[src/hw/rtl/clws_pkg.sv]
// ----------------------------------------------------------------------------
// clws_pkg
// Types, codes and step decode shared by the LCD write sequencer modules.
// ----------------------------------------------------------------------------
package clws_pkg;

  typedef enum logic [1:0] {
    OP_COMMAND = 2'd0,
    OP_CHAR    = 2'd1,
    OP_CURSOR  = 2'd2,
    OP_UNUSED  = 2'd3
  } opcode_t;

  typedef enum logic [2:0] {
    STEP_SELECT  = 3'd0,
    STEP_EN_HI   = 3'd1,
    STEP_DATA_HI = 3'd2,
    STEP_EN_LO   = 3'd3,
    STEP_EN_HI2  = 3'd4,
    STEP_DATA_LO = 3'd5,
    STEP_EN_LO2  = 3'd6
  } step_idx_t;

  localparam logic [7:0] SET_ADDR_BIT = 8'h80;
  localparam int unsigned QUEUE_DEPTH = 2;

  typedef struct packed {
    logic       rs;
    logic [7:0] byte_val;
    logic       four_bit;
  } job_t;

  typedef struct packed {
    logic       reg_select;
    logic       enable;
    logic       data_drive;
    logic [7:0] data_lines;
    logic       wait_after;
    logic       last_step;
  } step_t;

  typedef struct packed {
    logic full;
    logic empty;
  } queue_stat_t;

  function automatic logic [7:0] row_offset(input logic [1:0] row);
    logic [7:0] off;
    case (row)
      2'd0:    off = 8'h00;
      2'd1:    off = 8'h40;
      2'd2:    off = 8'h10;
      default: off = 8'h50;
    endcase
    return off;
  endfunction

  function automatic step_t step_decode(input job_t job, input step_idx_t idx);
    step_t s;
    s = '0;
    s.reg_select = job.rs;
    if (job.four_bit) begin
      case (idx)
        STEP_SELECT:  s.wait_after = 1'b1;
        STEP_EN_HI:   begin s.enable = 1'b1; s.wait_after = 1'b1; end
        STEP_DATA_HI: begin
          s.enable     = 1'b1;
          s.data_drive = 1'b1;
          s.data_lines = {4'd0, job.byte_val[7:4]};
          s.wait_after = 1'b1;
        end
        STEP_EN_LO:   s.wait_after = 1'b1;
        STEP_EN_HI2:  begin s.enable = 1'b1; s.wait_after = 1'b1; end
        STEP_DATA_LO: begin
          s.enable     = 1'b1;
          s.data_drive = 1'b1;
          s.data_lines = {4'd0, job.byte_val[3:0]};
          s.wait_after = 1'b1;
        end
        STEP_EN_LO2:  s.last_step = 1'b1;
        default:      s.last_step = 1'b1;
      endcase
    end else begin
      case (idx)
        STEP_SELECT:  s.wait_after = 1'b1;
        STEP_EN_HI:   begin s.enable = 1'b1; s.wait_after = 1'b1; end
        STEP_DATA_HI: begin
          s.enable     = 1'b1;
          s.data_drive = 1'b1;
          s.data_lines = job.byte_val;
        end
        default:      s.last_step = 1'b1;
      endcase
    end
    return s;
  endfunction

endpackage

[src/hw/rtl/char_lcd_bus_write_sequencer.sv]
// ----------------------------------------------------------------------------
// char_lcd_bus_write_sequencer
// Expands command, character and cursor-move requests into LCD pin steps.
//
// Input channel (in_valid/in_ready): one request word per handshake.
// Opcode 3 is taken and dropped without output. Output channel
// (out_valid/out_ready): one pin step per word, seven steps per request
// in 4-bit mode and four in 8-bit mode; last_step flags the end of a run.
// Throughput: one step per cycle while the receiver takes them; queued
// requests follow with no gap, as the step counter of the back sequencer
// reloads from the queue on the last step. From idle, an accepted request
// goes through queue, job and output registers. A two-entry job queue lets
// new requests be taken while a run is still being stepped out.
// A stalled receiver holds the current step on the output register; the
// sequencer and then the queue fill, and in_ready drops when it is full.
// Reset empties the queue, clears out_valid and sets four_bit_mode to 1.
// cfg_wr_en/cfg_wr_data write four_bit_mode; the mode is latched per job.
// ----------------------------------------------------------------------------
module char_lcd_bus_write_sequencer
  import clws_pkg::*;
(
  input  logic       clk,
  input  logic       rst_n,
  input  logic       cfg_wr_en,
  input  logic       cfg_wr_data,
  input  logic       in_valid,
  output logic       in_ready,
  input  logic [1:0] in_opcode,
  input  logic [7:0] in_byte_value,
  input  logic [1:0] in_row,
  input  logic [5:0] in_column,
  output logic       out_valid,
  input  logic       out_ready,
  output logic       out_reg_select,
  output logic       out_enable,
  output logic       out_data_drive,
  output logic [7:0] out_data_lines,
  output logic       out_wait_after,
  output logic       out_last_step
);

  queue_stat_t q_stat;
  logic        q_push, q_pop;
  job_t        q_job, q_head;
  step_t       step;

  clws_front u_front (
    .clk           (clk),
    .rst_n         (rst_n),
    .cfg_wr_en     (cfg_wr_en),
    .cfg_wr_data   (cfg_wr_data),
    .in_valid      (in_valid),
    .in_ready      (in_ready),
    .in_opcode     (in_opcode),
    .in_byte_value (in_byte_value),
    .in_row        (in_row),
    .in_column     (in_column),
    .q_stat        (q_stat),
    .q_push        (q_push),
    .q_job         (q_job)
  );

  clws_queue u_queue (
    .clk      (clk),
    .rst_n    (rst_n),
    .push     (q_push),
    .push_job (q_job),
    .pop      (q_pop),
    .head_job (q_head),
    .stat     (q_stat)
  );

  clws_back u_back (
    .clk       (clk),
    .rst_n     (rst_n),
    .q_stat    (q_stat),
    .q_head    (q_head),
    .q_pop     (q_pop),
    .out_valid (out_valid),
    .out_ready (out_ready),
    .out_step  (step)
  );

  assign out_reg_select = step.reg_select;
  assign out_enable     = step.enable;
  assign out_data_drive = step.data_drive;
  assign out_data_lines = step.data_lines;
  assign out_wait_after = step.wait_after;
  assign out_last_step  = step.last_step;

endmodule

[src/hw/rtl/clws_front.sv]
// ----------------------------------------------------------------------------
// clws_front
// Accepts request words, resolves the byte to send and queues the job.
// ----------------------------------------------------------------------------
module clws_front
  import clws_pkg::*;
(
  input  logic        clk,
  input  logic        rst_n,
  input  logic        cfg_wr_en,
  input  logic        cfg_wr_data,
  input  logic        in_valid,
  output logic        in_ready,
  input  logic [1:0]  in_opcode,
  input  logic [7:0]  in_byte_value,
  input  logic [1:0]  in_row,
  input  logic [5:0]  in_column,
  input  queue_stat_t q_stat,
  output logic        q_push,
  output job_t        q_job
);

  logic       four_bit_r;
  logic [7:0] addr_sum;
  opcode_t    op;

  always_ff @(posedge clk) begin
    if (!rst_n) begin
      four_bit_r <= 1'b1;
    end else if (cfg_wr_en) begin
      four_bit_r <= cfg_wr_data;
    end
  end

  assign op       = opcode_t'(in_opcode);
  assign addr_sum = {2'd0, in_column} + row_offset(in_row);
  assign in_ready = !q_stat.full;

  always_comb begin
    q_job.four_bit = four_bit_r;
    q_job.rs       = 1'b0;
    q_job.byte_val = in_byte_value;
    q_push         = in_valid && in_ready;
    case (op)
      OP_COMMAND: q_job.rs = 1'b0;
      OP_CHAR:    q_job.rs = 1'b1;
      OP_CURSOR:  q_job.byte_val = addr_sum | SET_ADDR_BIT;
      default:    q_push = 1'b0;
    endcase
  end

endmodule

[src/hw/rtl/clws_queue.sv]
// ----------------------------------------------------------------------------
// clws_queue
// Two-entry job queue between the front and back parts.
// ----------------------------------------------------------------------------
module clws_queue
  import clws_pkg::*;
(
  input  logic        clk,
  input  logic        rst_n,
  input  logic        push,
  input  job_t        push_job,
  input  logic        pop,
  output job_t        head_job,
  output queue_stat_t stat
);

  localparam int unsigned PtrW = $clog2(QUEUE_DEPTH);
  localparam int unsigned CntW = $clog2(QUEUE_DEPTH + 1);

  job_t            mem_r [QUEUE_DEPTH];
  logic [PtrW-1:0] wr_ptr_r, rd_ptr_r;
  logic [CntW-1:0] count_r;
  logic            do_push, do_pop;

  assign stat.full  = (count_r == CntW'(QUEUE_DEPTH));
  assign stat.empty = (count_r == '0);
  assign do_push    = push && !stat.full;
  assign do_pop     = pop && !stat.empty;
  assign head_job   = mem_r[rd_ptr_r];

  always_ff @(posedge clk) begin
    if (do_push) begin
      mem_r[wr_ptr_r] <= push_job;
    end
  end

  always_ff @(posedge clk) begin
    if (!rst_n) begin
      wr_ptr_r <= '0;
      rd_ptr_r <= '0;
      count_r  <= '0;
    end else begin
      if (do_push) begin
        wr_ptr_r <= (wr_ptr_r == PtrW'(QUEUE_DEPTH - 1)) ? '0 : wr_ptr_r + PtrW'(1);
      end
      if (do_pop) begin
        rd_ptr_r <= (rd_ptr_r == PtrW'(QUEUE_DEPTH - 1)) ? '0 : rd_ptr_r + PtrW'(1);
      end
      case ({do_push, do_pop})
        2'b10:   count_r <= count_r + CntW'(1);
        2'b01:   count_r <= count_r - CntW'(1);
        default: count_r <= count_r;
      endcase
    end
  end

endmodule

[src/hw/rtl/clws_back.sv]
// ----------------------------------------------------------------------------
// clws_back
// Steps through the pin sequence of one job per run, one step a cycle while the receiver takes them.
// ----------------------------------------------------------------------------
module clws_back
  import clws_pkg::*;
(
  input  logic        clk,
  input  logic        rst_n,
  input  queue_stat_t q_stat,
  input  job_t        q_head,
  output logic        q_pop,
  output logic        out_valid,
  input  logic        out_ready,
  output step_t       out_step
);

  job_t      job_r, job_nxt;
  logic      job_vld_r, job_vld_nxt;
  step_idx_t step_r, step_nxt;
  logic      out_vld_r, out_vld_nxt;
  step_t     out_step_r, out_step_nxt;
  step_t     cur;
  logic      load;

  assign cur       = step_decode(job_r, step_r);
  assign load      = !out_vld_r || out_ready;
  assign out_valid = out_vld_r;
  assign out_step  = out_step_r;

  always_comb begin
    job_nxt      = job_r;
    job_vld_nxt  = job_vld_r;
    step_nxt     = step_r;
    out_vld_nxt  = out_vld_r;
    out_step_nxt = out_step_r;
    q_pop        = 1'b0;
    if (load) begin
      out_vld_nxt = job_vld_r;
      if (job_vld_r) begin
        out_step_nxt = cur;
      end
      if (!job_vld_r || cur.last_step) begin
        q_pop       = !q_stat.empty;
        job_vld_nxt = !q_stat.empty;
        job_nxt     = q_head;
        step_nxt    = STEP_SELECT;
      end else begin
        step_nxt = step_idx_t'(step_r + 3'd1);
      end
    end
  end

  always_ff @(posedge clk) begin
    if (!rst_n) begin
      job_vld_r <= 1'b0;
      out_vld_r <= 1'b0;
      step_r    <= STEP_SELECT;
    end else begin
      job_vld_r <= job_vld_nxt;
      out_vld_r <= out_vld_nxt;
      step_r    <= step_nxt;
    end
  end

  always_ff @(posedge clk) begin
    job_r      <= job_nxt;
    out_step_r <= out_step_nxt;
  end

endmodule

[config.mk]
export PLATFORM = sky130hd
export DESIGN_NAME = char_lcd_bus_write_sequencer
export DESIGN_NICKNAME = d
export VERILOG_FILES = /design/src/hw/rtl/clws_pkg.sv /design/src/hw/rtl/char_lcd_bus_write_sequencer.sv /design/src/hw/rtl/clws_front.sv /design/src/hw/rtl/clws_queue.sv /design/src/hw/rtl/clws_back.sv
export SDC_FILE = /design/constraint.sdc
export NUM_CORES = 1
export LEC_CHECK = 0
export BUFFER_PORTS_ARGS = -buffer_cell sky130_fd_sc_hd__buf_4
export CORE_MARGIN = 10
export CORE_UTILIZATION = 40
export DETAILED_ROUTE_END_ITERATION = 8
export PLACE_DENSITY_LB_ADDON = 0.1
export SYNTH_ARGS = -nofsm -noshare
export SYNTH_HDL_FRONTEND = slang
export SYNTH_SLANG_ARGS = --single-unit
[constraint.sdc]
create_clock -name clk -period 3.45 [get_ports clk]
set_clock_uncertainty 0.05 [all_clocks]
set_input_delay 0.8625 -clock clk [delete_from_list [all_inputs] [get_ports clk]]
set_output_delay 0.8625 -clock clk [all_outputs]
set_load 0.1 [all_outputs]
==> flow_metrics.tcl <==
set metrics [dict create \
    initial_core_util_pct 41.64 \
    layout-drive-gt1-share_pct 33.17 \
    clock_latency_ns 0.30 \
    clockRootBuffer "clkbuf_8" \
    place_ws_ns 0.9900 \
    syn_inst 161 \
    cp_max_fo 10 \
    finalCriticalPeriod_ns 2.451 \
    io_buffer_count 38 \
    worstPathRequired_ns 3.33 \
    synthTopCellsByArea "edfxtp_1 (56%), dfxtp_1 (8.6%), mux2_2 (7.8%)" \
    yosysUniqueCellTypes 35 \
    fin_crit_sh_pct 71.06 \
    min-delay-start "u_back.cur[12]$_DFFE_PP_" \
    cp-start-kind "flop" \
    drc 0 \
    grt_max_degree 17 \
    drv_cap 0 \
    rrSetupSlack_ns 1.0 \
    ys_dominant_reg_cell "edfxtp_1" \
    ant_nets 0 \
    place_congestion 0.7633 \
    setup_tns_ns 0 \
    multi_input_area_um2 770.7 \
    finalWorstSetupSlack_ns 0.9986 \
    ys_warn_count 0 \
    avgViaCountPerCell 4.869 \
    min_path_cells 0 \
    syn_nets 195 \
    numCtsBuffers 5 \
    postCtsSetupBuffers 0 \
    final_util_pct 49.83 \
    drtIter0Drc 39 \
    place_area_mm2 0.002668 \
    fin_area_mm2 0.002778 \
    hold_viol 0 \
    syn_area_mm2 0.002321 \
    antenna_found_initial 0 \
    ys_seq_area_share_pct 64.26 \
    rows 27 \
    setup_viol 0 \
    yosys.area.top_type_share_pct 55.63 \
    gr-usage-all-layers_pct 9.078 \
    ios 39 \
    syn_area_per_cell_um2 14.42 \
    power_leakage_nw 1.061 \
    peakVddDrop_mv 0.3621 \
    hpwl_um 3007 \
    ctsResizeCount 0 \
    first_pass_iters 4 \
    yosys.area.top_type "edfxtp_1" \
    vias 1334 \
    reg2reg_depth 5 \
    critPathArrivalTime_ns 2.33 \
    ys_seq_elements 53 \
    htreeDepth 2 \
    fill_cells 487 \
    async_flop_share_pct 0 \
    cp_slowest_stage_delay_ns 0.75 \
    whs_endpoint "u_back.out_step[12]$_DFFE_PP_" \
    cp_slowest_cell "a21oi_1" \
    first_global_vias 1420 \
    synth_edf_count 43 \
    die_w_um 96.18 \
    die_area_mm2 0.009250 \
    cts_hold_buffers 0 \
    grt_pass1_wl_um 6575 \
    tightestPinTransition_ns 0.8816 \
    cp_num_buf_inv 1 \
    grt-ovfl-total 0 \
    reg2reg_from "u_back.step_r[0]$_SDFFE_PN0N_" \
    clock.fmax_mhz 407.9 \
    path_clk_slew_ns 0.09 \
    antennaDiodeCount 0 \
    cp-end-kind "flop" \
    cts_tree "built" \
    wl_um 3955 \
    rsz0062_at_grt "no" \
    timing.final.max_slew_violations 0 \
    seq_area_mm2 0.001491 \
    cts_sinks 53 \
    critical_path_class "flop to flop" \
    cp_top_family "compound AO/OA/AOI/OAI gates" \
    area_delta_synth_final_pct 19.68 \
    avgRoutedWirePerCell_um 14.43 \
    cts.path.max_buffers 2 \
    core_area_mm2 0.005574 \
    slew_headroom_pct 41.01 \
    power_density_mw_per_mm2 798.0 \
    fin_nets 235 \
    status "finished, final reports clean" \
    hold_path_class "flop to flop" \
    rr_endpoint "u_back.job_r[7]$_DFFE_PP_" \
    die_h_um 96.18 \
    path_cells "inv_1, ha_1, o31ai_4, o311ai_4, a21oi_1" \
]
==> stage by stage <==
stage	hold slack (ns)	cells	power [mW]
detailed placement	0.3572	266	1.832
global placement	0.3764	266	1.816
global route	0.3832	274	2.328
CTS	0.3791	274	2.244
floorplan	0.3503	161	1.653
finish	0.3771	274	2.217
==> routing by layer <==
| layer | track usage (%) | share of wire, % | up-vias |
|---|---|---|---|
| li1 | - | - | 669 |
| met1 | 10.39 | 44 | 619 |
| met5 | 0 | 0 | - |
| met4 | 3.317 | 1.4 | 0 |
| met2 | 14.41 | 45 | 40 |
| met3 | 4.436 | 9.2 | 6 |
==> cell usage after synthesis (all sizes together) (2+ instances only) <==
library cell / number
and3: 5
nor2: 6
o21a: 2
ha: 10
o21ai: 8
xnor2: 3
a21boi: 4
mux2i: 6
nand2: 9
clkbuf: 2
mux2: 16
nor2b: 4
dfxtp: 10
a21oi: 6
edfxtp: 43
buf: 4
and2: 2
nand2b: 4
inv: 6
==> area by class of cell <==
type                            instances  share of cell area [%]
Multi-Input combinational cell         96                   27.75
Tap cell                               72                   3.243
Sequential cell                        53                   53.69
Clock buffer                            5                   2.477
Clock inverter                          3                   1.486
Timing Repair Buffer                   39                   10.54
Inverter                                6                  0.8108
==> placed cells by master (no fill, tap or decap) <==
cell type / count
buf_4: 39
o311ai_4: 1
nand2_1: 9
o22ai_1: 1
nand4_1: 1
nand2b_1: 3
ha_1: 10
and3_1: 5
or2_2: 1
clkbuf_8: 5
and2_1: 2
a21oi_1: 5
mux2_2: 16
edfxtp_1: 43
bufinv_16: 1
dfxtp_1: 10
inv_1: 6
nand2b_2: 1
nor2_1: 6
a21boi_1: 1
o21a_1: 2
a21oi_2: 1
a31oi_1: 1
nand3b_1: 1
clkinv_1: 1
a21o_1: 1
mux2i_1: 6
a21boi_0: 3
o31ai_4: 1
xnor2_1: 3
a32oi_1: 1
nand3_1: 1
nor2b_1: 4
or3_1: 1
clkinvlp_4: 1
o21ai_0: 8
==> sequential cells by signal, indices dropped and copies added (netlist names) <==
| name | flops |
|---|---|
| u_back.cur | 1 |
| u_back.job_r | 9 |
| u_back.job_vld_r | 1 |
| u_back.out_step | 13 |
| u_back.out_valid | 1 |
| u_back.step_r | 3 |
| u_front.four_bit_r | 1 |
| u_queue.count_r | 2 |
| u_queue.mem_r | 20 |
| u_queue.rd_ptr_r | 1 |
| u_queue.wr_ptr_r | 1 |
==> worst max-delay path by stage <==
stage	endpoint	startpoint	cells after the start
detailed placement	u_back.job_r[3]$_DFFE_PP_	u_back.step_r[0]$_SDFFE_PN0N_	5
global route	u_back.job_r[2]$_DFFE_PP_	u_back.step_r[2]$_SDFFE_PN0N_	5
finish	u_back.job_r[7]$_DFFE_PP_	u_back.step_r[0]$_SDFFE_PN0N_	5
CTS	u_back.job_r[7]$_DFFE_PP_	u_back.step_r[0]$_SDFFE_PN0N_	5
global placement	u_queue.count_r[1]$_SDFFE_PN0P_	out_ready	7
floorplan	u_queue.mem_r[0][0]$_DFFE_PP_	u_queue.count_r[0]$_SDFFE_PN0P_	3
==> kinds of logic (layout without fill, tap and decap cells) <==
family / after synthesis / after routing / synth area share, %
fa+ha+maj: 10 / 10 / 5.391
xor+xnor: 3 / 3 / 1.132
buf+inv: 12 / 53 / 2.534
compound gates: 26 / 26 / 8.410
simple gates: 35 / 35 / 7.925
mux: 22 / 22 / 10.35
flops: 53 / 53 / 64.26
==> power by group <==
group	total, mW	leakage (nW)	internal [mW]	switching, mW
Combinational	0.798	0.518	0.240	0.558
Sequential	1.01	0.491	0.902	0.109
Clock	0.408	0.0518	0.214	0.194
Total	2.22	1.06	1.35	0.862
(Power assumes the default switching activity.)
